<file path="src/sv/swm_pkg.sv">
`timescale 1ns / 1ps

package swm_pkg;

    localparam int SAMPLE_W        = 32;
    localparam int WSIZE_W         = 7;
    localparam int WINDOW_MAX_DEF  = 64;

    localparam logic [WSIZE_W-1:0] WSIZE_RESET = 7'd3;

    typedef logic signed [SAMPLE_W-1:0] sample_t;

    function automatic sample_t max2(input sample_t a, input sample_t b);
        return (a > b) ? a : b;
    endfunction

endpackage

</file>
<file path="src/sv/swm_cell.sv">
`timescale 1ns / 1ps

module swm_cell (
    input  logic             aclk,
    input  logic             en,
    input  swm_pkg::sample_t sample,
    input  swm_pkg::sample_t prev_max,
    output swm_pkg::sample_t max_q
);

    swm_pkg::sample_t max_reg;

    // max of this sample and the neighbor's run, one sample longer than the neighbor's
    always_ff @(posedge aclk) begin
        if (en) begin
            max_reg <= swm_pkg::max2(sample, prev_max);
        end
    end

    assign max_q = max_reg;

endmodule

</file>
<file path="config.mk">
export PLATFORM = sky130hd
export DESIGN_NAME = swm_cell
export DESIGN_NICKNAME = d
export VERILOG_FILES = /design/src/sv/swm_pkg.sv /design/src/sv/swm_cell.sv
export SDC_FILE = /design/constraint.sdc
export NUM_CORES = 1
export LEC_CHECK = 0
export ABC_AREA = 1
export BUFFER_PORTS_ARGS = -buffer_cell sky130_fd_sc_hd__clkbuf_2
export CORE_MARGIN = 5
export CORE_UTILIZATION = 49
export DETAILED_ROUTE_END_ITERATION = 10
export HOLD_SLACK_MARGIN = 0.1
export PLACE_DENSITY = 0.81
export SETUP_SLACK_MARGIN = 0.4
export SKIP_CTS_REPAIR_TIMING = 1
export SYNTH_ARGS = -nofsm -noshare
export SYNTH_HDL_FRONTEND = slang
export SYNTH_SLANG_ARGS = --single-unit
export TNS_END_PERCENT = 10
</file>
<file path="constraint.sdc">
create_clock -name aclk -period 2.3 [get_ports aclk]
set_input_delay 0.23 -clock aclk [delete_from_list [all_inputs] [get_ports aclk]]
set_output_delay 0.23 -clock aclk [all_outputs]
set_load 0.02 [all_outputs]
</file>
==> results of run 1 <==
-- per-layer routing --
metal / GRT usage, % / up-vias / routed length (microns)
met5: 0 / - / 0
met4: 7.432 / 0 / 149
met3: 4.176 / 14 / 543
met2: 32.64 / 91 / 3115
met1: 20.51 / 1056 / 2403
li1: - / 1176 / -
-- worst max-delay path: cells and delay by family --
kind,cells,cell delay (ns)
buf+inv,3,0.34
fa+ha+maj,1,0.30
simple gates,9,0.95
-- kinds of logic (layout without fill, tap and decap cells) --
family	count (synthesis)	count (layout)	synth area share, %
AND/OR/NAND/NOR	152	155	29.01
buffers and inverters	53	148	9.601
adder cells (fa/ha/maj)	32	32	16.79
flip-flops	32	32	40.29
AO/OA/AOI/OAI	19	19	4.302
-- power by group through the flow --
stage / combinational [uW] / sequential (uW) / clock (uW)
floorplan: 278 / 890 / 0
global placement: 565 / 782 / 0
detailed placement: 584 / 781 / 0
CTS: 586 / 770 / 399
global route: 715 / 776 / 432
finish: 646 / 770 / 392
-- cell type report --
| class | count | area share (%) |
|---|---|---|
| repair buffers | 102 | 17.54 |
| clock buffers | 5 | 2.203 |
| inverters | 41 | 4.926 |
| multi-input cells | 206 | 41.89 |
| well taps | 67 | 2.683 |
| flip-flops and latches | 32 | 30.76 |
-- final timing paths --
check	from	endpoint	slack (ns)	cells after the start
worst max-delay path	prev_max[31]	max_q[3]$_DFFE_PP_	0.51	13
worst min-delay path	prev_max[29]	max_q[29]$_DFFE_PP_	0.22	3
-- per-stage QoR --
stage / std cells / power, uW / hold slack, ns / utilization (%) / instance area (sq um)
finish: 453 / 1809 / 0.2219 / 66.15 / 3124
CTS: 450 / 1755 / 0.2226 / 63.21 / 2985
global route: 453 / 1923 / 0.2272 / 66.15 / 3124
floorplan: 288 / 1168 / 0.3425 / - / 2385
global placement: 445 / 1347 / 0.5132 / 61.75 / 2917
detailed placement: 445 / 1365 / 0.5147 / 61.75 / 2917
-- layout by cell type (no fill, tap or decap), drive strengths merged --
cell type	n
o21a	2
nor3b	1
inv	41
nor2	10
nand3	7
ha	32
o21ai	2
nand4	34
clkbuf	102
a21o	1
edfxtp	32
a21oi	14
buf	5
nand2	103
==> flow_summary.json, run 1 <==
{
  "powerDensity_nw_per_um2": 578.9,
  "startpoint_type": "primary input",
  "setup_violations": 0,
  "grt_max_degree": 33,
  "grt_first_pass_wirelength_microns": 9149,
  "maxCapViolCount": 0,
  "cp.arrival_ns": 1.83,
  "clock_path_buffers": 2,
  "p_comb_share_pct": 35.7,
  "io_buffers": 97,
  "drc": 0,
  "io_pins": 98,
  "yosys_register_bits": 32,
  "setup_slack_ns": 0.5140,
  "cp_cell_sequence": "clkbuf_2, inv_1, ha_4, nand2_1, nor2_2, nand2_2, nor3b_2, nand2_2, nand2_2, nand2_8, buf_12, nand4_1, nand2_1",
  "root_buffer": "clkbuf_8",
  "cts_tree": "built",
  "synth_top_area_cell": "edfxtp_1",
  "cts_sinks": 32,
  "synth_area_sq_um": 2385,
  "synth_warnings": 0,
  "synthTopCellsByArea": "edfxtp_1 40%, ha_1 17%, nand2_1 16%",
  "crit_slowest_cell": "ha_4",
  "firstDrtPassIters": 4,
  "internal-power_uw": 1182,
  "synthCells": 288,
  "tightest_slew_ns": 0.8196,
  "routabilityCongestion": 0.8198,
  "rsz0062_at_grt": "false",
  "async_reset_ff_share_pct": 0,
  "grt_overflow": 0,
  "nets": 486,
  "crit_path_end_kind": "register",
  "initial_core_util_pct": 50.49,
  "ff_latch_area_sq_um": 960.9,
  "final_layout_size_suffix_gt1_share_pct": 31.87,
  "fin_crit_sh_pct": 77.65,
  "multi_input_area_sq_um": 1309,
  "areaGrowthSynthToFinish_pct": 31.01,
  "swShare_pct": 34.66,
  "route.vias.total": 2337,
  "largest_register_ffs": 32,
  "antenna_found_initial": 0,
  "rows": 25,
  "drv_slew": 0,
  "fill_cells": 422,
  "die_h_microns": 79.77,
  "tns_ns": 0,
  "via_per_inst": 5.159,
  "path_clk_slew_ns": 0.07,
  "dp_slack_ns": 0.07071,
  "die-area_sq_um": 6362,
  "required_ns": 2.34,
  "dr.first_iter.drc_count": 62,
  "seq_area_frac_synth_pct": 40.29,
  "leakagePower_uw": 0.001719,
  "power_switching_uw": 626.8,
  "antenna_left": 0,
  "grt_usage_pct": 18.14,
  "dp_hpwl_microns": 4402,
  "status": "complete, no violations",
  "die_w_microns": 79.77,
  "hold_violations": 0,
  "cts_buffers": 5,
  "slew-limit-headroom_pct": 45.36,
  "pwr-share-seq_pct": 42.6,
  "routedWlPerCell_microns": 13.71,
  "routed_wl_microns": 6212,
  "critical_path_class": "in -> reg",
  "slowest_delay_ns": 0.30,
  "fin_crit_ns": 1.786,
  "diodes": 0,
  "grt_pass1_vias": 2168,
  "pwr-share-clk_pct": 21.7,
  "avgSynthCellArea_sq_um": 8.281,
  "ys.flop_type": "edfxtp_1",
  "synth_top_area_share_pct": 40.29,
  "core_sq_um": 4723,
  "max_freq_ghz": 0.5599,
  "worstPathMaxFanout": 25,
  "synth_most_common_cell": "nand2_1",
  "synth.distinct_cells": 19,
  "synth_edf_count": 32,
  "cts_max_level": 2,
  "synthTopCellsByCount": "102 x nand2_1, 41 x inv_1, 34 x nand4_1",
  "syn_nets": 386,
  "ir_drop_mv": 0.2292,
  "cpMostUsedCell": "nand2_2",
  "min_path_type": "in -> reg"
}
No activity file was read; power rests on OpenSTA's default activity.
==> run 2: changes to the inputs <==
--- a/config.mk
+++ b/config.mk
@@ -5,13 +5,13 @@
 export SDC_FILE = /design/constraint.sdc
 export NUM_CORES = 1
 export LEC_CHECK = 0
-export ABC_AREA = 1
+export ABC_AREA = 0
 export BUFFER_PORTS_ARGS = -buffer_cell sky130_fd_sc_hd__clkbuf_2
 export CORE_MARGIN = 5
-export CORE_UTILIZATION = 49
+export CORE_UTILIZATION = 44
 export DETAILED_ROUTE_END_ITERATION = 10
 export HOLD_SLACK_MARGIN = 0.1
-export PLACE_DENSITY = 0.81
+export PLACE_DENSITY = 0.77
 export SETUP_SLACK_MARGIN = 0.4
 export SKIP_CTS_REPAIR_TIMING = 1
 export SYNTH_ARGS = -nofsm -noshare
==> constraint.sdc (replaced) <==
create_clock -name aclk -period 1.6 [get_ports aclk]
set_input_delay 0.16 -clock aclk [delete_from_list [all_inputs] [get_ports aclk]]
set_output_delay 0.16 -clock aclk [all_outputs]
set_load 0.02 [all_outputs]
==> run 2 against run 1 <==
  * The run now ends with negative setup slack left
  * Largest power group unchanged
  * Synthesized area shrank 1.5%
  * Clock power up 48%
  * Cell area grew 12%
  * Sequential power increased by 39%
  * Routed wire length is 14% lower
  * Non-clock buffer count rose by 21
  * Critical path depth fell by 3
  * Synthesized cell count is 38% lower
  * Core utilization is 2.1 points higher
  * Die area is 8.5% higher
  * Count of clock-buffer cells in the layout is 2 higher
==> flow_summary.json, run 2 <==
{
  "powerDensity_nw_per_um2": 755.9,
  "die-area_sq_um": 6901,
  "io_buffers": 97,
  "rsz0062_at_grt": "true",
  "antenna_found_initial": 0,
  "rows": 26,
  "diodes": 0,
  "synth_top_area_share_pct": 40.89,
  "maxCapViolCount": 0,
  "violations": "negative setup slack",
  "startpoint": "sample[31]",
  "die_w_microns": 83.08,
  "dp.cells": 366,
  "crit_path_end_kind": "register",
  "cts_buffers": 5,
  "internal-power_uw": 1884,
  "startpoint_type": "primary input",
  "synth.distinct_cells": 26,
  "p_comb_share_pct": 37.8,
  "multi_input_area_sq_um": 1373,
  "cts_sinks": 32,
  "hold_violations": 0,
  "synth_top_area_cell": "edfxtp_1",
  "slew-limit-headroom_pct": 68.94,
  "max_freq_ghz": 0.4163,
  "path_clk_slew_ns": 0.07,
  "async_reset_ff_share_pct": 0,
  "hold_depth": 2,
  "stdcell_count": 378,
  "status": "complete, but fails checks",
  "drc": 0,
  "min_path_type": "in -> reg",
  "avgSynthCellArea_sq_um": 13.05,
  "fill_cells": 404,
  "hold_path_end": "max_q[28]$_DFFE_PP_",
  "routedWlPerCell_microns": 14.10,
  "nets": 405,
  "grt_max_degree": 33,
  "power_switching_uw": 768.2,
  "synthTopCellsByCount": "34 x inv_1, 32 x edfxtp_1, 32 x ha_1",
  "grt_usage_pct": 15.23,
  "ff_latch_area_sq_um": 960.9,
  "dr.first_iter.drc_count": 30,
  "critical_path_class": "in -> reg",
  "seq_area_frac_synth_pct": 40.89,
  "drv_slew": 0,
  "synth_most_common_cell": "inv_1",
  "firstDrtPassIters": 4,
  "leakagePower_uw": 0.001769,
  "hp-start": "prev_max[28]",
  "fin_area_sq_um": 3508,
  "io_pins": 98,
  "synthCells": 180,
  "pwr-share-clk_pct": 21.9,
  "largest_register_ffs": 32,
  "grt_pass1_vias": 1917,
  "die_h_microns": 83.08,
  "yosys_register_bits": 32,
  "core_sq_um": 5140,
  "routabilityCongestion": 0.7334,
  "fin_crit_ns": 2.402,
  "ir_drop_mv": 0.3563,
  "synth_edf_count": 32,
  "clock_path_buffers": 2,
  "cp.arrival_ns": 2.43,
  "crit_slowest_cell": "or3_4",
  "whs_ns": 0.1840,
  "dpl-instance-area_sq_um": 3144,
  "via_per_inst": 4.704,
  "routed_wl_microns": 5331,
  "ys.flop_type": "edfxtp_1",
  "initial_core_util_pct": 45.72,
  "grt_first_pass_wirelength_microns": 8638,
  "cts_tree": "built",
  "synth_warnings": 0,
  "synthTopCellsByArea": "edfxtp_1 41%, mux2_4 19%, ha_1 17%",
  "pwr-share-seq_pct": 40.4,
  "root_buffer": "clkbuf_8",
  "fin_crit_sh_pct": 150.1,
  "cp_cell_sequence": "clkbuf_2, ha_4, nand4_4, nor4_4, nand4_2, or3_4, o2111ai_2, o221a_4, clkbuf_16, mux2_4",
  "setup_violations": 32,
  "final_cell_mix": "84 x clkbuf_2, 32 x edfxtp_1, 31 x mux2_4, 26 x inv_1",
  "total_power_uw": 2652,
  "final_common_cell": "clkbuf_2",
  "setup_slack_ns": -0.8021,
  "syn_nets": 278,
  "tightest_slew_ns": 0.4616,
  "final_layout_size_suffix_gt1_share_pct": 61.04,
  "cts_max_level": 2,
  "areaGrowthSynthToFinish_pct": 49.31,
  "slowest_delay_ns": 0.41,
  "worstPathMaxFanout": 6,
  "grt_overflow": 0,
  "route.vias.total": 1778,
  "synth_area_sq_um": 2350,
  "required_ns": 1.62,
  "antenna_left": 0,
  "dp_hpwl_microns": 4281,
  "swShare_pct": 28.97
}
## run 2: cell types whose count changed after synthesis, moves of 3 or more
cell / change
mux2_4: +30
nor2_1: -8
inv_1: -7
nand4_1: -31
nand2_1: -93
a21oi_1: -3
clkbuf_1: -3
buf_6: -3
buf_12: +3
buf_2: -6
## run 2: layer usage
metal,vias to the layer above,track usage (%),wire length [microns]
met5,-,0,0
met4,0,4.012,19
met3,2,3.861,228
met2,41,28.21,2956
met1,818,17.23,2126
li1,917,-,-
## run 2: worst max-delay path by stage
stage	to	slack [ns]	depth (start not counted)
after floorplan	max_q[10]$_DFFE_PP_	-0.91	10
after global placement	max_q[0]$_DFFE_PP_	-1.06	11
after detailed placement	max_q[0]$_DFFE_PP_	-1.17	11
after CTS	max_q[0]$_DFFE_PP_	-0.87	11
after global routing	max_q[11]$_DFFE_PP_	-0.84	10
final	max_q[11]$_DFFE_PP_	-0.80	10
## run 2: area by class of cell
class / instances / share of cell area (%)
Multi-Input combinational cell: 111 / 39.12
Tap cell: 70 / 2.496
Clock inverter: 1 / 0.1070
Inverter: 34 / 4.494
Clock buffer: 7 / 2.175
Sequential cell: 32 / 27.39
Timing Repair Buffer: 123 / 24.22
## run 2: power by group through the flow
stage	Clock, uW	Combinational (uW)	Sequential, uW
2_1_floorplan	0	444	1210
3_3_place_gp	0	871	1090
3_5_place_dp	0	891	1090
4_1_cts	601	894	1070
5_1_grt	651	1080	1080
6_report	580	1000	1070
## run 2: metrics by stage
| step | worst slack, ns | setup TNS, ns | utilization [%] |
|---|---|---|---|
| floorplan | -0.9087 | -28.87 | - |
| finish | -0.8021 | -24.68 | 68.26 |
| global route | -0.8420 | -26.12 | 68.26 |
| detailed placement | -1.165 | -36.23 | 61.17 |
| CTS | -0.8676 | -26.90 | 62.73 |
| global placement | -1.059 | -33.16 | 61.17 |
## run 2: cell families (layout without fill, tap and decap cells)
kind of cell | Yosys count | count (layout) | share of synthesized area, %
buffers and inverters | 37 | 165 | 7.987
adders and majority gates | 32 | 32 | 17.04
AOI/OAI and AO/OA | 23 | 23 | 7.615
DFF | 32 | 32 | 40.89
muxes | 32 | 32 | 20.13
and+or+nand+nor | 24 | 24 | 6.336
## run 2: worst max-delay path: cells and delay by family
kind	cells	cell delay, ns
AO/OA/AOI/OAI	2	0.39
adder cells (fa/ha/maj)	1	0.29
buffers and inverters	2	0.31
multiplexers	1	0.30
AND/OR/NAND/NOR	4	0.96
==> run 3: changes to the inputs <==
--- a/config.mk
+++ b/config.mk
@@ -12,6 +12,7 @@
 export DETAILED_ROUTE_END_ITERATION = 10
 export HOLD_SLACK_MARGIN = 0.1
 export PLACE_DENSITY = 0.77
+export RECOVER_POWER = 50
 export SETUP_SLACK_MARGIN = 0.4
 export SKIP_CTS_REPAIR_TIMING = 1
 export SYNTH_ARGS = -nofsm -noshare
==> constraint.sdc (replaced) <==
create_clock -name aclk -period 1.6 [get_ports aclk]
set_input_delay 0.16 -clock aclk [delete_from_list [all_inputs] [get_ports aclk]]
set_output_delay 0.16 -clock aclk [all_outputs]
set_load 0.05 [all_outputs]
==> run 3 against run 2 <==
  * The flow still finishes with violations (negative setup slack)
  * Setup slack stayed put
  * Core utilization about the same
  * Sequential share of layout area is essentially flat
  * First-iteration DRC count is the same
  * Critical endpoint unchanged
  * Largest cell class unchanged
  * Highest routed layer unchanged
==> flow_summary.json, run 3 (synthesized netlist as in run 2, its figures left out) <==
{
  "slew-limit-headroom_pct": 45.04,
  "final_cell_mix": "85 x clkbuf_2, 32 x edfxtp_1, 31 x mux2_4, 26 x inv_1, 21 x ha_1",
  "hold_violations": 0,
  "total_power_uw": 2864,
  "final_layout_size_suffix_gt1_share_pct": 61.04,
  "cts_tree": "built",
  "grt_overflow": 0,
  "crit_path_end_kind": "register",
  "drc": 0,
  "diodes": 0,
  "cts_max_level": 2,
  "path_clk_slew_ns": 0.07,
  "crit_cells": 10,
  "crit_buf_inv": 2,
  "grt_usage_pct": 15.23,
  "required_ns": 1.62,
  "startpoint_type": "primary input",
  "initial_core_util_pct": 45.72,
  "route.vias.total": 1778,
  "firstDrtPassIters": 4,
  "final_common_cell": "clkbuf_2",
  "crit_slowest_cell": "or3_4",
  "routabilityCongestion": 0.7334,
  "slowest_delay_ns": 0.41,
  "worstPathMaxFanout": 6,
  "die_h_microns": 83.08,
  "cts_buffers": 5,
  "setup_slack_ns": -0.8021,
  "stdcell_count": 378,
  "routedWlPerCell_microns": 14.10,
  "io_pins": 98,
  "cp_top_family": "simple AND/OR/NAND/NOR gates",
  "status": "complete, but fails checks",
  "leakagePower_uw": 0.001768,
  "root_buffer": "clkbuf_8",
  "dr.first_iter.drc_count": 30,
  "fin_crit_ns": 2.402,
  "rsz0062_at_grt": "true",
  "dp.cells": 366,
  "hp-start": "prev_max[28]",
  "via_per_inst": 4.704,
  "largest_register_ffs": 32,
  "min_path_type": "in -> reg",
  "maxCapViolCount": 0,
  "fin_crit_sh_pct": 150.1,
  "grt_first_pass_wirelength_microns": 8638,
  "tns_ns": -24.68,
  "finish.utilization_pct": 68.21,
  "clock_path_buffers": 2,
  "die-area_sq_um": 6901,
  "fill_cells": 405,
  "routed_wl_microns": 5330,
  "critical_path_class": "in -> reg",
  "tightest_slew_ns": 0.8244,
  "cp_cell_sequence": "clkbuf_2, ha_4, nand4_4, nor4_4, nand4_2, or3_4, o2111ai_2, o221a_4, clkbuf_16, mux2_4",
  "hold_path_end": "max_q[28]$_DFFE_PP_",
  "nets": 405,
  "powerDensity_nw_per_um2": 816.9,
  "hold_depth": 2,
  "io_buffers": 97,
  "grt_max_degree": 33,
  "setup_violations": 32,
  "cts_sinks": 32,
  "dp_slack_ns": -1.165,
  "max_freq_ghz": 0.4163,
  "core_sq_um": 5140,
  "grt_pass1_vias": 1917,
  "rows": 26,
  "cp.arrival_ns": 2.43,
  "drv_slew": 0,
  "ir_drop_mv": 0.4040,
  "dp_hpwl_microns": 4281,
  "antenna_left": 0,
  "violations": "negative setup slack",
  "areaGrowthSynthToFinish_pct": 49.20,
  "die_w_microns": 83.08,
  "antenna_found_initial": 0
}
[run 3: cell count changes in the layout (fill, tap and decap cells not counted)]
cell,change
clkbuf_2,+1
buf_4,-1
[run 3: metrics by stage]
stage | area [sq um] | hold slack [ns]
after floorplan | 2429 | 0.2725
after global placement | 3144 | 0.4774
after detailed placement | 3144 | 0.4799
after CTS | 3224 | 0.1889
after global routing | 3506 | 0.1635
final | 3506 | 0.1840
[run 3: layout make-up]
class | instances | area [sq um] | share of cell area [%]
repair buffers | 123 | 847.1 | 24.16
clock buffers | 7 | 76.32 | 2.177
inverters | 34 | 157.7 | 4.497
well taps | 70 | 87.58 | 2.498
multi-input cells | 111 | 1373 | 39.15
clock inverters | 1 | 3.754 | 0.1071
flip-flops and latches | 32 | 960.9 | 27.41
[run 3: worst max path at each step]
stage / startpoint / to / slack (ns)
6_report: sample[31] / max_q[11]$_DFFE_PP_ / -0.80
5_1_grt: sample[31] / max_q[11]$_DFFE_PP_ / -0.84
4_1_cts: prev_max[26] / max_q[0]$_DFFE_PP_ / -0.87
3_5_place_dp: prev_max[26] / max_q[0]$_DFFE_PP_ / -1.17
3_3_place_gp: prev_max[26] / max_q[0]$_DFFE_PP_ / -1.06
2_1_floorplan: prev_max[26] / max_q[10]$_DFFE_PP_ / -0.91
[run 3: where the power goes]
group / internal (uW) / leakage, uW / switching, uW
logic: 535 / 0.00142 / 677
clock network: 303 / 0.0000399 / 278
registers: 1050 / 0.000313 / 25.7
total: 1880 / 0.00177 / 981
[run 3: routing by layer]
metal,GRT usage [%],vias up,part of all wire (%)
met2,28.21,41,55
met3,3.861,2,4.3
met1,17.23,818,40
li1,-,917,-
met4,4.012,0,0.36
met5,0,-,0
