<file path="config.mk">
export PLATFORM = sky130hd
export DESIGN_NAME = swm_out
export DESIGN_NICKNAME = d
export VERILOG_FILES = /design/src/sv/swm_pkg.sv /design/src/sv/swm_out.sv
export SDC_FILE = /design/constraint.sdc
export NUM_CORES = 1
export LEC_CHECK = 0
export ABC_CLOCK_PERIOD_IN_PS = 2850
export BUFFER_PORTS_ARGS = -buffer_cell sky130_fd_sc_hd__buf_4
export CAP_MARGIN = 20
export CORE_UTILIZATION = 51
export DETAILED_ROUTE_END_ITERATION = 10
export GPL_TIMING_DRIVEN = 0
export MAX_ROUTING_LAYER = met4
export PLACE_DENSITY = 0.78
export SETUP_SLACK_MARGIN = 0.4
export SYNTH_ARGS = -nofsm -noshare
export SYNTH_HDL_FRONTEND = slang
export SYNTH_SLANG_ARGS = --single-unit
</file>
<file path="constraint.sdc">
create_clock -name aclk -period 2.85 [get_ports aclk]
set_input_delay 0.285 -clock aclk [delete_from_list [all_inputs] [get_ports aclk]]
set_output_delay 0.285 -clock aclk [all_outputs]
set_load 0.005 [all_outputs]
</file>
<file path="src/sv/swm_pkg.sv">
`timescale 1ns / 1ps

package swm_pkg;

    localparam int SAMPLE_W        = 32;
    localparam int WSIZE_W         = 7;
    localparam int WINDOW_MAX_DEF  = 64;

    localparam logic [WSIZE_W-1:0] WSIZE_RESET = 7'd3;

    typedef logic signed [SAMPLE_W-1:0] sample_t;

    function automatic sample_t max2(input sample_t a, input sample_t b);
        return (a > b) ? a : b;
    endfunction

endpackage

</file>
<file path="src/sv/swm_out.sv">
`timescale 1ns / 1ps

module swm_out (
    input  logic             aclk,
    input  logic             aresetn,
    input  logic             in_valid,
    input  swm_pkg::sample_t in_data,
    output logic             in_ready,
    output logic             out_valid,
    input  logic             out_ready,
    output swm_pkg::sample_t out_data
);

    logic             out_valid_reg;
    swm_pkg::sample_t out_data_reg;
    logic             skid_valid_reg;
    swm_pkg::sample_t skid_data_reg;
    logic             out_free;

    assign out_free = !out_valid_reg || out_ready;
    assign in_ready = !skid_valid_reg;

    always_ff @(posedge aclk) begin
        if (!aresetn) begin
            out_valid_reg  <= 1'b0;
            skid_valid_reg <= 1'b0;
        end else if (out_free) begin
            if (skid_valid_reg) begin
                out_valid_reg  <= 1'b1;
                skid_valid_reg <= 1'b0;
            end else begin
                out_valid_reg <= in_valid;
            end
        end else if (in_valid) begin
            skid_valid_reg <= 1'b1;
        end
    end

    always_ff @(posedge aclk) begin
        if (out_free) begin
            if (skid_valid_reg) begin
                out_data_reg <= skid_data_reg;
            end else if (in_valid) begin
                out_data_reg <= in_data;
            end
        end else if (in_valid) begin
            skid_data_reg <= in_data;
        end
    end

    assign out_valid = out_valid_reg;
    assign out_data  = out_data_reg;

endmodule

</file>
==> results of run 1 <==
-- final cells by class --
class | count | area [µm²] | share of cell area
timing repair buffer | 70 | 545.5 | 0.1601
inverter | 1 | 3.754 | 0.001101
tap | 67 | 83.83 | 0.02460
buffer | 4 | 71.32 | 0.02093
clock inverter | 7 | 107.6 | 0.03157
clock buffer | 9 | 123.9 | 0.03634
sequential | 66 | 1962 | 0.5756
multi-input combinational | 38 | 510.5 | 0.1498
-- worst max-delay path by stage --
stage / startpoint / endpoint / slack, ns / depth (start not counted)
after CTS: out_valid$_SDFFE_PN0P_ / skid_data_reg[21]$_DFFE_PP_ / 0.99 / 3
after detailed placement: out_ready / skid_data_reg[0]$_DFFE_PP_ / 0.96 / 4
after floorplan: skid_valid_reg$_SDFFE_PP0P_ / out_data[0]$_DFFE_PP_ / 0.55 / 3
after global routing: out_valid$_SDFFE_PN0P_ / skid_data_reg[14]$_DFFE_PP_ / 0.91 / 3
after global placement: skid_valid_reg$_SDFFE_PP0P_ / out_data[12]$_DFFE_PP_ / -0.01 / 3
final: out_valid$_SDFFE_PN0P_ / skid_data_reg[4]$_DFFE_PP_ / 1.02 / 3
-- synthesized netlist by cell type (all sizes together) --
| master | number |
|---|---|
| buf | 4 |
| nor2b | 1 |
| nor2 | 2 |
| o31a | 1 |
| dfxtp | 2 |
| and2 | 1 |
| edfxtp | 64 |
| inv | 1 |
| and3b | 1 |
| mux2 | 32 |
-- cells by family after synthesis --
| kind of cell | Yosys count | synth area share |
|---|---|---|
| flip-flops | 66 | 0.7724 |
| multiplexers | 32 | 0.1832 |
| AND/OR/NAND/NOR | 5 | 0.01133 |
| buffers and inverters | 5 | 0.02956 |
| AO/OA/AOI/OAI | 1 | 0.003449 |
-- routing by layer --
layer / vias up / wire length (µm) / global-route usage
met5: - / 0 / -
met4: 0 / 78 / 0.09150
met3: 6 / 242 / 0.05387
met2: 50 / 2230 / 0.2835
met1: 616 / 1686 / 0.2208
li1: 592 / - / -
-- power by group through the flow --
stage                     clock, µW  combinational [µW]  sequential, µW
after detailed placement          0                 175            1150
after global routing            964                 186            1130
after global placement            0                 164            1150
final                           913                 173            1130
after CTS                       927                 176            1130
after floorplan                   0                64.2            1150
-- worst register-to-register path, cell delays in order (launching register included) --
cell and delay, ns:
sky130_fd_sc_hd__dfxtp_1 0.34, sky130_fd_sc_hd__nor2b_1 0.33, sky130_fd_sc_hd__and2_1 0.62, sky130_fd_sc_hd__buf_16 0.24
-- per-stage QoR --
stage	std cells	instance area, µm²	hold WS [ns]	total power [µW]
2_1_floorplan	109	2540	0.3839	1218
3_3_place_gp	245	3142	0.4722	1314
3_5_place_dp	246	3177	0.4735	1326
4_1_cts	262	3408	0.1219	2234
5_1_grt	262	3408	0.1215	2284
6_report	262	3408	0.1391	2216
==> summary.txt, run 1 <==
===========================================================================================
Final clock skew                                                                0.008646 ns
Worst slack at placement                                                          0.9581 ns
Instance count of the mapped netlist                                                    109
NetSw                                                                              416.6 µW
CP Cell Sequence                                                               nor2b_1 > and2_1 > buf_16
Bufs and invs on worst path                                                               1
Count of input and output buffers                                                        69
Family with the most delay on the worst path                                   simple AND/OR/NAND/NOR gates
Endpoint arrival time on the critical path                                          1.86 ns
Total setup violations reported at the end of the flow                                    0
Vias in the first global route                                                         1323
Slew Viols, Final                                                                         0
Shortest clock period the worst path allows after layout                           1.829 ns
Source of the worst hold timing path                                            in_data[24]
Setup slack of the critical path after layout                                      1.021 ns
Core outline area                                                                  4755 µm²
Final Core Density                                                                   0.7168
Latest clock arrival within the worst-skew pair                                     0.33 ns
IR Drop Worst-Case VDD                                                             464.3 µV
Post-DRT Antenna Nets                                                                     0
Crit path required time                                                             2.89 ns
Via density per instance                                                              4.824
Slowest stage cell, crit path                                                  sky130_fd_sc_hd__and2_1
Total via count in the routed design                                                   1264
Total routing usage reported by global routing                                       0.1832
Cell type contributing the most total cell area after synthesis                sky130_fd_sc_hd__edfxtp_1
Leading cell types in the layout, fill and taps excluded                       69 x sky130_fd_sc_hd__buf_4, 64 x sky130_fd_sc_hd__edfxtp_1, 28 x sky130_fd_sc_hd__mux2_4
Result of the run                                                                 completed
Endpoint kind of the worst setup timing path                                       register
Internal power consumption                                                          1799 µW
Part of the total power dissipated in sequential elements                             0.510
Final weighted congestion in routability-driven placement                            0.6650
CTS buffer count                                                                          9
Part of the Yosys area used for sequential elements                                  0.7724
Syn_area_per_cell                                                                 23.30 µm²
Total routed wirelength                                                             4238 µm
Maximum clock frequency                                                           546.8 MHz
Depth of the CTS H-tree                                                                   3
Max clock buf depth                                                                       2
Synth-to-Final Area Change                                                           34.19%
Hold bufs inserted after CTS                                                              0
Antenna cells                                                                             0
Flop2flop setup slack                                                               1.02 ns
Critical-path maximum fanout                                                             20
Setup repair after global routing missed its margin                                      no
Filler Cell Count                                                                       301
Cell Pwr Density                                                               650.1 nW/µm²
Worst rel slew slack                                                                 0.3995
Estimated wirelength of the detail-placed design                                    2923 µm
Initial core utilization                                                             0.5342
Maximum number of pins on one net before global-route repair                             33
Cell area after technology mapping                                                 2540 µm²
Post-route fraction of the period consumed by the critical path                      0.6417
Critical R2R Capture                                                           skid_data_reg[4]$_DFFE_PP_
Biggest cell delay along the critical path                                          0.62 ns
Worst Tran Pin Value                                                              0.8986 ns
Count of TritonRoute iterations in the first routing pass                                 4
Crit Path Class                                                                register to register
Number of cells on the worst reg-to-reg path                                              3
Gate power share                                                                      0.078
Number of stages on the worst hold path                                                   1
Leakage power                                                                   0.001337 µW
Fraction of layout instances using a drive strength above 1                          0.6205
Number of design-rule violations left by the first detailed-router iteration             80
Number of antenna violations at the first check in global routing                         0
Switching share of total power                                                       0.1880
Worst-case hold path end point                                                 skid_data_reg[24]$_DFFE_PP_
Final Hold Viols                                                                          0
CTS Root Cell                                                                  sky130_fd_sc_hd__clkbuf_8
Setup Buffers After CTS                                                                   0
Count of boundary I/O pins                                                               70
Clock tree from TritonCTS                                                               yes
Standard-cell row count                                                                  25
Die extent in x                                                                    72.57 µm
Residual DRC count                                                                        0
NumNets Final                                                                           226
Post-synth net total                                                                    145
Final-layout setup total negative slack                                                0 ns
Max-Cap Viols                                                                             0
Per-cell routed wire length                                                        16.18 µm
CTS sink cnt                                                                             66
Reg2reg start                                                                  out_valid$_SDFFE_PN0P_
Startpoint type of the worst setup path                                            register
Area share of the leading cell type in the synthesized netlist                       0.7567
CTS clk-pin slew, worst paths                                                       0.07 ns
Die H                                                                              72.57 µm
Cell types occupying the most area after synthesis                             sky130_fd_sc_hd__edfxtp_1 76%, sky130_fd_sc_hd__mux2_4 17%, sky130_fd_sc_hd__buf_12 2.4%
Class of the most critical hold timing path                                    input pin to register
Portion of total power attributed to the clock network                                0.412
Resized Gates After CTS                                                                   0
Total of flip-flops plus latches after synthesis                                         66
Synth cell types                                                                         12
Total number of yosys warnings                                                            0
Die footprint                                                                      5266 µm²
First-pass GRT wire length                                                          6603 µm
Commonest non-fill, non-tap cell in the layout                                 sky130_fd_sc_hd__buf_4
Residual overflow from global routing                                                     0
===========================================================================================
No activity file was read; power rests on OpenSTA's default activity.
==> run 2, diff against run 1 <==
--- a/config.mk
+++ b/config.mk
@@ -5,7 +5,8 @@
 export SDC_FILE = /design/constraint.sdc
 export NUM_CORES = 1
 export LEC_CHECK = 0
-export ABC_CLOCK_PERIOD_IN_PS = 2850
+export ABC_AREA = 1
+export ABC_CLOCK_PERIOD_IN_PS = 1900
 export BUFFER_PORTS_ARGS = -buffer_cell sky130_fd_sc_hd__buf_4
 export CAP_MARGIN = 20
 export CORE_UTILIZATION = 51
==> constraint.sdc (replaced) <==
create_clock -name aclk -period 1.9 [get_ports aclk]
set_input_delay 0.19 -clock aclk [delete_from_list [all_inputs] [get_ports aclk]]
set_output_delay 0.19 -clock aclk [all_outputs]
set_load 0.005 [all_outputs]
==> summary.txt, run 2 <==
===========================================================================================
Count of input and output buffers                                                        69   unchanged
Class of the most critical hold timing path                                    input pin to register
Result of the run                                                              complete, but fails checks
Endpoint kind of the worst setup timing path                                       register
Critical R2R Capture                                                           skid_data_reg[21]$_DFFE_PP_
Final Hold Viols                                                                          0   unchanged
Standard-cell row count                                                                  25   unchanged
Startpoint type of the worst setup path                                            register
Vias in the first global route                                                         1520   +15%
Via density per instance                                                              4.730   -2.0%
Per-cell routed wire length                                                        13.93 µm   -14%
Family with the most delay on the worst path                                   simple AND/OR/NAND/NOR gates
Biggest cell delay along the critical path                                          0.53 ns   -0.09 ns
NetSw                                                                              665.2 µW   +60%
IR Drop Worst-Case VDD                                                             561.2 µV   +21%
Final-layout setup total negative slack                                                0 ns   unchanged
Crit path to                                                                   skid_data_reg[21]$_DFFE_PP_
Slew Viols, Final                                                                         0   unchanged
Area share of the leading cell type in the synthesized netlist                       0.7668   +0.01020
Crit Path Class                                                                register to register
Clock tree from TritonCTS                                                               yes
Total via count in the routed design                                                   1575   +25%
Flop2flop setup slack                                                               0.50 ns   -0.52 ns
Portion of total power attributed to the clock network                                0.410   -0.002
Part of the Yosys area used for sequential elements                                  0.7828   +0.01041
Total routing usage reported by global routing                                       0.1952   +0.01206
CTS clk-pin slew, worst paths                                                       0.07 ns   about the same
Leading register cell type out of synthesis                                    sky130_fd_sc_hd__edfxtp_1
Commonest non-fill, non-tap cell in the layout                                 sky130_fd_sc_hd__nand2_1
Syn_area_per_cell                                                                 14.08 µm²   -40%
Latest clock arrival within the worst-skew pair                                     0.33 ns   about the same
Cell Pwr Density                                                               984.1 nW/µm²   +51%
Part of the total power dissipated in sequential elements                             0.508   -0.002
Instance count of the mapped netlist                                                    178   +63%
Crit path required time                                                             1.88 ns   -1.01 ns
CTS Root Cell                                                                  sky130_fd_sc_hd__clkbuf_8
Violated checks                                                                         DRC
Shortest clock period the worst path allows after layout                           1.397 ns   -0.4322 ns
Depth of the CTS H-tree                                                                   3   unchanged
Number of antenna violations at the first check in global routing                         0   unchanged
Die H                                                                              72.10 µm   -0.65%
Final weighted congestion in routability-driven placement                            0.7599   +14%
Max-Cap Viols                                                                             0   unchanged
Launch point of the worst path                                                 out_valid$_SDFFE_PN0P_
Top post-synthesis cells by count                                              78 x sky130_fd_sc_hd__nand2_1, 64 x sky130_fd_sc_hd__edfxtp_1, 19 x sky130_fd_sc_hd__nand2_2
Cell type contributing the most total cell area after synthesis                sky130_fd_sc_hd__edfxtp_1
WP depth                                                                                  1   -2
Share of flip-flops with an asynchronous set or reset after synthesis                     0   unchanged
Antenna cells                                                                             0   unchanged
CTS sink cnt                                                                             66   unchanged
Leakage power                                                                   0.001437 µW   +7.5%
Residual overflow from global routing                                                     0   unchanged
Total number of yosys warnings                                                            0   unchanged
Critical-path maximum fanout                                                             32   +60%
CTS buffer count                                                                          9   unchanged
Endpoint arrival time on the critical path                                          1.38 ns   -0.48 ns
Fraction of layout instances using a drive strength above 1                          0.4323   -0.1882
Count of TritonRoute iterations in the first routing pass                                 7   +3
Worst Tran Pin Value                                                              0.4853 ns   -0.4133 ns
Cell area after technology mapping                                                 2506 µm²   -1.3%
Die extent in x                                                                    72.10 µm   -0.65%
Synth cell types                                                                         14   +2
Post-DRT Antenna Nets                                                                     0   unchanged
Switching share of total power                                                       0.1981   +0.01006
Max clock buf depth                                                                       2   unchanged
Count of boundary I/O pins                                                               70   unchanged
Dominant cell by count in the synthesized netlist                              sky130_fd_sc_hd__nand2_1
Bufs and invs on worst path                                                               0   -1
Synth-to-Final Area Change                                                           36.15%
Post-synth net total                                                                    214   +48%
Slowest stage cell, crit path                                                  sky130_fd_sc_hd__and3_4
Internal power consumption                                                          2693 µW   +50%
Maximum clock frequency                                                           716.0 MHz   +31%
Leading cell types in the layout, fill and taps excluded                       78 x sky130_fd_sc_hd__nand2_1, 71 x sky130_fd_sc_hd__buf_4, 64 x sky130_fd_sc_hd__edfxtp_1
Gate power share                                                                      0.083   +0.005
Worst rel slew slack                                                                 0.6753   +0.2758
Final clock skew                                                                0.006151 ns   -0.002494 ns
Total routed wirelength                                                             4640 µm   +9.5%
Number of cells on the worst reg-to-reg path                                              1   -2
Estimated wirelength of the detail-placed design                                    2789 µm   -4.6%
CP Cell Sequence                                                                     and3_4
Residual DRC count                                                                        1   +1
Initial core utilization                                                             0.5306   -0.003614
Total setup violations reported at the end of the flow                                    0   unchanged
Post-route fraction of the period consumed by the critical path                      0.7351   +0.09339
Setup repair after global routing missed its margin                                      no
Filler Cell Count                                                                       323   +7.3%
Total of flip-flops plus latches after synthesis                                         66   unchanged
Maximum number of pins on one net before global-route repair                             33   unchanged
Reg2reg start                                                                  out_valid$_SDFFE_PN0P_
NumNets Final                                                                           297   +31%
EDFF count, synth                                                                        64   unchanged
Core outline area                                                                  4723 µm²   -0.66%
Die footprint                                                                      5198 µm²   -1.3%
Cell types occupying the most area after synthesis                             sky130_fd_sc_hd__edfxtp_1 77%, sky130_fd_sc_hd__nand2_1 12%, sky130_fd_sc_hd__nand2_2 4.7%
Number of design-rule violations left by the first detailed-router iteration            110   +38%
PnR Total Power                                                                     3358 µW   +52%
First-pass GRT wire length                                                          6962 µm   +5.4%
===========================================================================================
-- run 2: repair_timing --
item,in CTS,in global routing
resized for setup,2,0
setup buffers,0,2
setup endpoints to repair,64,32
cloned,1,0
endpoints found under the hold margin,0,0
hold buffers,0,0
-- run 2: layer usage --
layer | vias to the layer above | part of all wire | GRT usage
met5 | - | 0 | -
met4 | 0 | 0.032 | 0.1416
met3 | 15 | 0.037 | 0.04167
met2 | 50 | 0.52 | 0.3053
met1 | 741 | 0.41 | 0.2233
li1 | 769 | - | -
-- run 2: cell type report --
class	instances	area (µm²)	area share
Tap cell	67	83.83	0.02457
Clock inverter	7	107.6	0.03154
Multi-Input combinational cell	104	473.0	0.1386
Buffer	7	88.84	0.02604
Sequential cell	66	1962	0.5750
Inverter	2	15.01	0.004400
Clock buffer	9	123.9	0.03630
Timing Repair Buffer	71	558.0	0.1635
-- run 2: worst min path at each step --
| stage | endpoint | slack [ns] | cells after the start | start |
|---|---|---|---|---|
| 2_1_floorplan | skid_data_reg[0]$_DFFE_PP_ | 0.29 | 0 | in_data[0] |
| 3_3_place_gp | skid_data_reg[18]$_DFFE_PP_ | 0.38 | 1 | in_data[18] |
| 3_5_place_dp | skid_data_reg[18]$_DFFE_PP_ | 0.38 | 1 | in_data[18] |
| 4_1_cts | skid_data_reg[11]$_DFFE_PP_ | 0.02 | 1 | in_data[11] |
| 5_1_grt | skid_data_reg[18]$_DFFE_PP_ | 0.03 | 1 | in_data[18] |
| 6_report | skid_data_reg[12]$_DFFE_PP_ | 0.03 | 1 | in_data[12] |
-- run 2: cell families after synthesis --
family,Yosys count,share of synthesized area
flops,66,0.7828
simple gates,101,0.1717
buf+inv,9,0.04143
compound gates,2,0.003990
-- run 2: power groups by stage --
stage / clock [µW] / sequential [µW] / combinational (µW)
floorplan: 0 / 1740 / 85.8
global placement: 0 / 1730 / 250
detailed placement: 0 / 1740 / 258
CTS: 1380 / 1710 / 265
global route: 1430 / 1710 / 304
finish: 1380 / 1700 / 278
-- run 2: per-stage QoR --
step	cells	hold slack [ns]	cell area, µm²	util	worst slack, ns
floorplan	178	0.2889	2519	-	0.4167
global placement	314	0.3779	3120	0.6607	0.1392
detailed placement	314	0.3786	3120	0.6607	0.1325
CTS	331	0.02382	3372	0.7139	0.4258
global route	333	0.02625	3412	0.7224	0.4198
finish	333	0.03499	3412	0.7224	0.5033
==> run 3, diff against run 2 <==
--- a/config.mk
+++ b/config.mk
@@ -6,7 +6,7 @@
 export NUM_CORES = 1
 export LEC_CHECK = 0
 export ABC_AREA = 1
-export ABC_CLOCK_PERIOD_IN_PS = 1900
+export ABC_CLOCK_PERIOD_IN_PS = 1300
 export BUFFER_PORTS_ARGS = -buffer_cell sky130_fd_sc_hd__buf_4
 export CAP_MARGIN = 20
 export CORE_UTILIZATION = 51
==> constraint.sdc (replaced) <==
create_clock -name aclk -period 1.3 [get_ports aclk]
set_input_delay 0.13 -clock aclk [delete_from_list [all_inputs] [get_ports aclk]]
set_output_delay 0.13 -clock aclk [all_outputs]
set_load 0.005 [all_outputs]
==> summary.txt, run 3 (synthesis gave the netlist of run 2 again) <==
===========================================================================================
Shortest clock period the worst path allows after layout                           1.211 ns   -0.1860 ns
Leading cell types in the layout, fill and taps excluded                       64 x sky130_fd_sc_hd__edfxtp_1, 63 x sky130_fd_sc_hd__buf_4, 48 x sky130_fd_sc_hd__nand2_1
Startpoint type of the worst setup path                                            register
Estimated wirelength of the detail-placed design                                    2671 µm   -4.2%
Number of cells on the worst reg-to-reg path                                              5   +4
Final-layout setup total negative slack                                                0 ns   unchanged
Total routing usage reported by global routing                                       0.2412   +0.04597
Cell Pwr Density                                                                1255 nW/µm²   +27%
Commonest non-fill, non-tap cell in the layout                                 sky130_fd_sc_hd__edfxtp_1
Max clock buf depth                                                                       2   unchanged
Flop2flop setup slack                                                               0.09 ns   -0.41 ns
Reg2reg start                                                                  skid_valid_reg$_SDFFE_PP0P_
Post-route fraction of the period consumed by the critical path                      0.9314   +0.1962
Crit Path Class                                                                register to register
Die H                                                                              72.10 µm   unchanged
Residual DRC count                                                                        2   +1
CTS buffer count                                                                          9   unchanged
Core outline area                                                                  4723 µm²   unchanged
Biggest cell delay along the critical path                                          0.32 ns   -0.21 ns
Worst rel slew slack                                                                 0.7734   +0.09816
Slowest stage cell, crit path                                                  sky130_fd_sc_hd__dfxtp_2
Die extent in x                                                                    72.10 µm   unchanged
Total via count in the routed design                                                   1901   +21%
Synth-to-Final Area Change                                                           65.20%
Total routed wirelength                                                             6681 µm   +44%
Fraction of layout instances using a drive strength above 1                          0.5238   +0.09148
Worst Tran Pin Value                                                              0.3395 ns   -0.1458 ns
Endpoint kind of the worst setup timing path                                       register
Setup repair after global routing missed its margin                                     yes
Source of the worst hold timing path                                                aresetn
Latest clock arrival within the worst-skew pair                                     0.35 ns   +0.02 ns
Critical R2R Capture                                                           out_data[4]$_DFFE_PP_
First-pass GRT wire length                                                          8562 µm   +23%
CTS Root Cell                                                                  sky130_fd_sc_hd__clkbuf_8
Maximum number of pins on one net before global-route repair                             17   -48%
Violated checks                                                                         DRC
Number of design-rule violations left by the first detailed-router iteration            150   +36%
Leakage power                                                                   0.001730 µW   +20%
Count of boundary I/O pins                                                               70   unchanged
Count of input and output buffers                                                        69   unchanged
CP Cell Sequence                                                               buf_8 > buf_6 > nor2_4 > a21oi_4 > buf_12
Critical-path maximum fanout                                                             16   -50%
Launch point of the worst path                                                 skid_valid_reg$_SDFFE_PP0P_
Initial core utilization                                                             0.5306   unchanged
Final weighted congestion in routability-driven placement                            0.7265   -4.4%
Final clock skew                                                                 0.01122 ns   +0.005065 ns
Class of the most critical hold timing path                                    input pin to register
NumNets Final                                                                           346   +16%
Hold WS                                                                          0.01765 ns   -0.01735 ns
Total setup violations reported at the end of the flow                                    0   unchanged
Worst slack at placement                                                         -0.4167 ns   -0.5491 ns
Via density per instance                                                              4.976   +5.2%
Number of stages on the worst hold path                                                   3   +2
Result of the run                                                              complete, but fails checks
Number of antenna violations at the first check in global routing                         0   unchanged
Max-Cap Viols                                                                             0   unchanged
CTS sink cnt                                                                             66   unchanged
Antenna cells                                                                             0   unchanged
Count of TritonRoute iterations in the first routing pass                                 9   +2
Setup slack of the critical path after layout                                    0.08923 ns   -0.4140 ns
Die footprint                                                                      5198 µm²   unchanged
Final Hold Viols                                                                          0   unchanged
Vias in the first global route                                                         1745   +15%
Standard-cell row count                                                                  25   unchanged
CTS clk-pin slew, worst paths                                                       0.07 ns   about the same
Post-DRT Antenna Nets                                                                     0   unchanged
Crit path required time                                                             1.40 ns   -0.48 ns
Depth of the CTS H-tree                                                                   3   unchanged
Slew Viols, Final                                                                         0   unchanged
Per-cell routed wire length                                                        17.49 µm   +26%
Endpoint arrival time on the critical path                                          1.31 ns   -0.07 ns
Residual overflow from global routing                                                     0   unchanged
Worst-case hold path end point                                                 out_valid$_SDFFE_PN0P_
Clock tree from TritonCTS                                                               yes
IR Drop Worst-Case VDD                                                              1546 µV   +180%
Maximum clock frequency                                                           825.9 MHz   +15%
===========================================================================================
[run 3: cell count changes in the layout (fill, tap and decap cells not counted), sizes merged]
cell	before	now
dlygate4sd3	0	32
buf	78	94
clkinv	4	1
clkbuf	9	11
and3	1	2
clkinvlp	0	1
[run 3: how the worst max path moves through the flow]
stage	to	slack, ns	cells past startpoint
after floorplan	out_data[0]$_DFFE_PP_	-0.14	3
after global placement	out_data[23]$_DFFE_PP_	-0.41	3
after detailed placement	out_data[19]$_DFFE_PP_	-0.42	3
after CTS	out_data[25]$_DFFE_PP_	0.11	5
after global routing	out_data[4]$_DFFE_PP_	0.06	5
final	out_data[4]$_DFFE_PP_	0.09	5
[run 3: metal layers]
| metal | up-vias | global-route usage | wire, µm |
|---|---|---|---|
| li1 | 872 | - | - |
| met3 | 12 | 0.06528 | 295 |
| met2 | 70 | 0.3666 | 3573 |
| met4 | 0 | 0.1351 | 120 |
| met1 | 947 | 0.2938 | 2691 |
| met5 | - | - | 0 |
[run 3: what timing repair did]
item	in CTS	in global routing
endpoints found under the setup margin	128	132
cloned	7	0
hold endpoints to repair	32	0
gates resized for setup	31	47
pin swaps	1	6
hold buffers	32	0
buffers inserted	11	2
[run 3: critical path, delay by kind of cell, from the launching register on]
family / cells / cell delay (ns)
AOI/OAI and AO/OA: 1 / 0.06
buffers and inverters: 3 / 0.41
DFF: 1 / 0.32
and+or+nand+nor: 1 / 0.19
[run 3: through the flow]
stage,std cells,util,total power (µW),area [µm²]
floorplan,178,-,2672,2532
global route,382,0.8766,5320,4140
global placement,314,0.6636,2904,3134
CTS,380,0.8421,5077,3978
finish,382,0.8766,5195,4140
detailed placement,314,0.6636,2915,3134
[run 3: cell type report]
cell class                 instances  area, µm²
buffer                             7      103.9
clock buffer                      11      131.4
clock inverter                     5      102.6
fill                             203      583.1
inverter                           2      15.01
multi-input combinational        105      606.8
sequential                        66       1967
tap                               67      83.83
timing repair buffer             119       1130
[run 3: where the power goes]
part | switching (µW) | internal (µW) | total, µW | leakage [µW]
registers | 42.8 | 2460 | 2500 | 0.000620
logic | 251 | 347 | 598 | 0.000997
clock network | 821 | 1270 | 2090 | 0.000114
total | 1110 | 4080 | 5190 | 0.00173
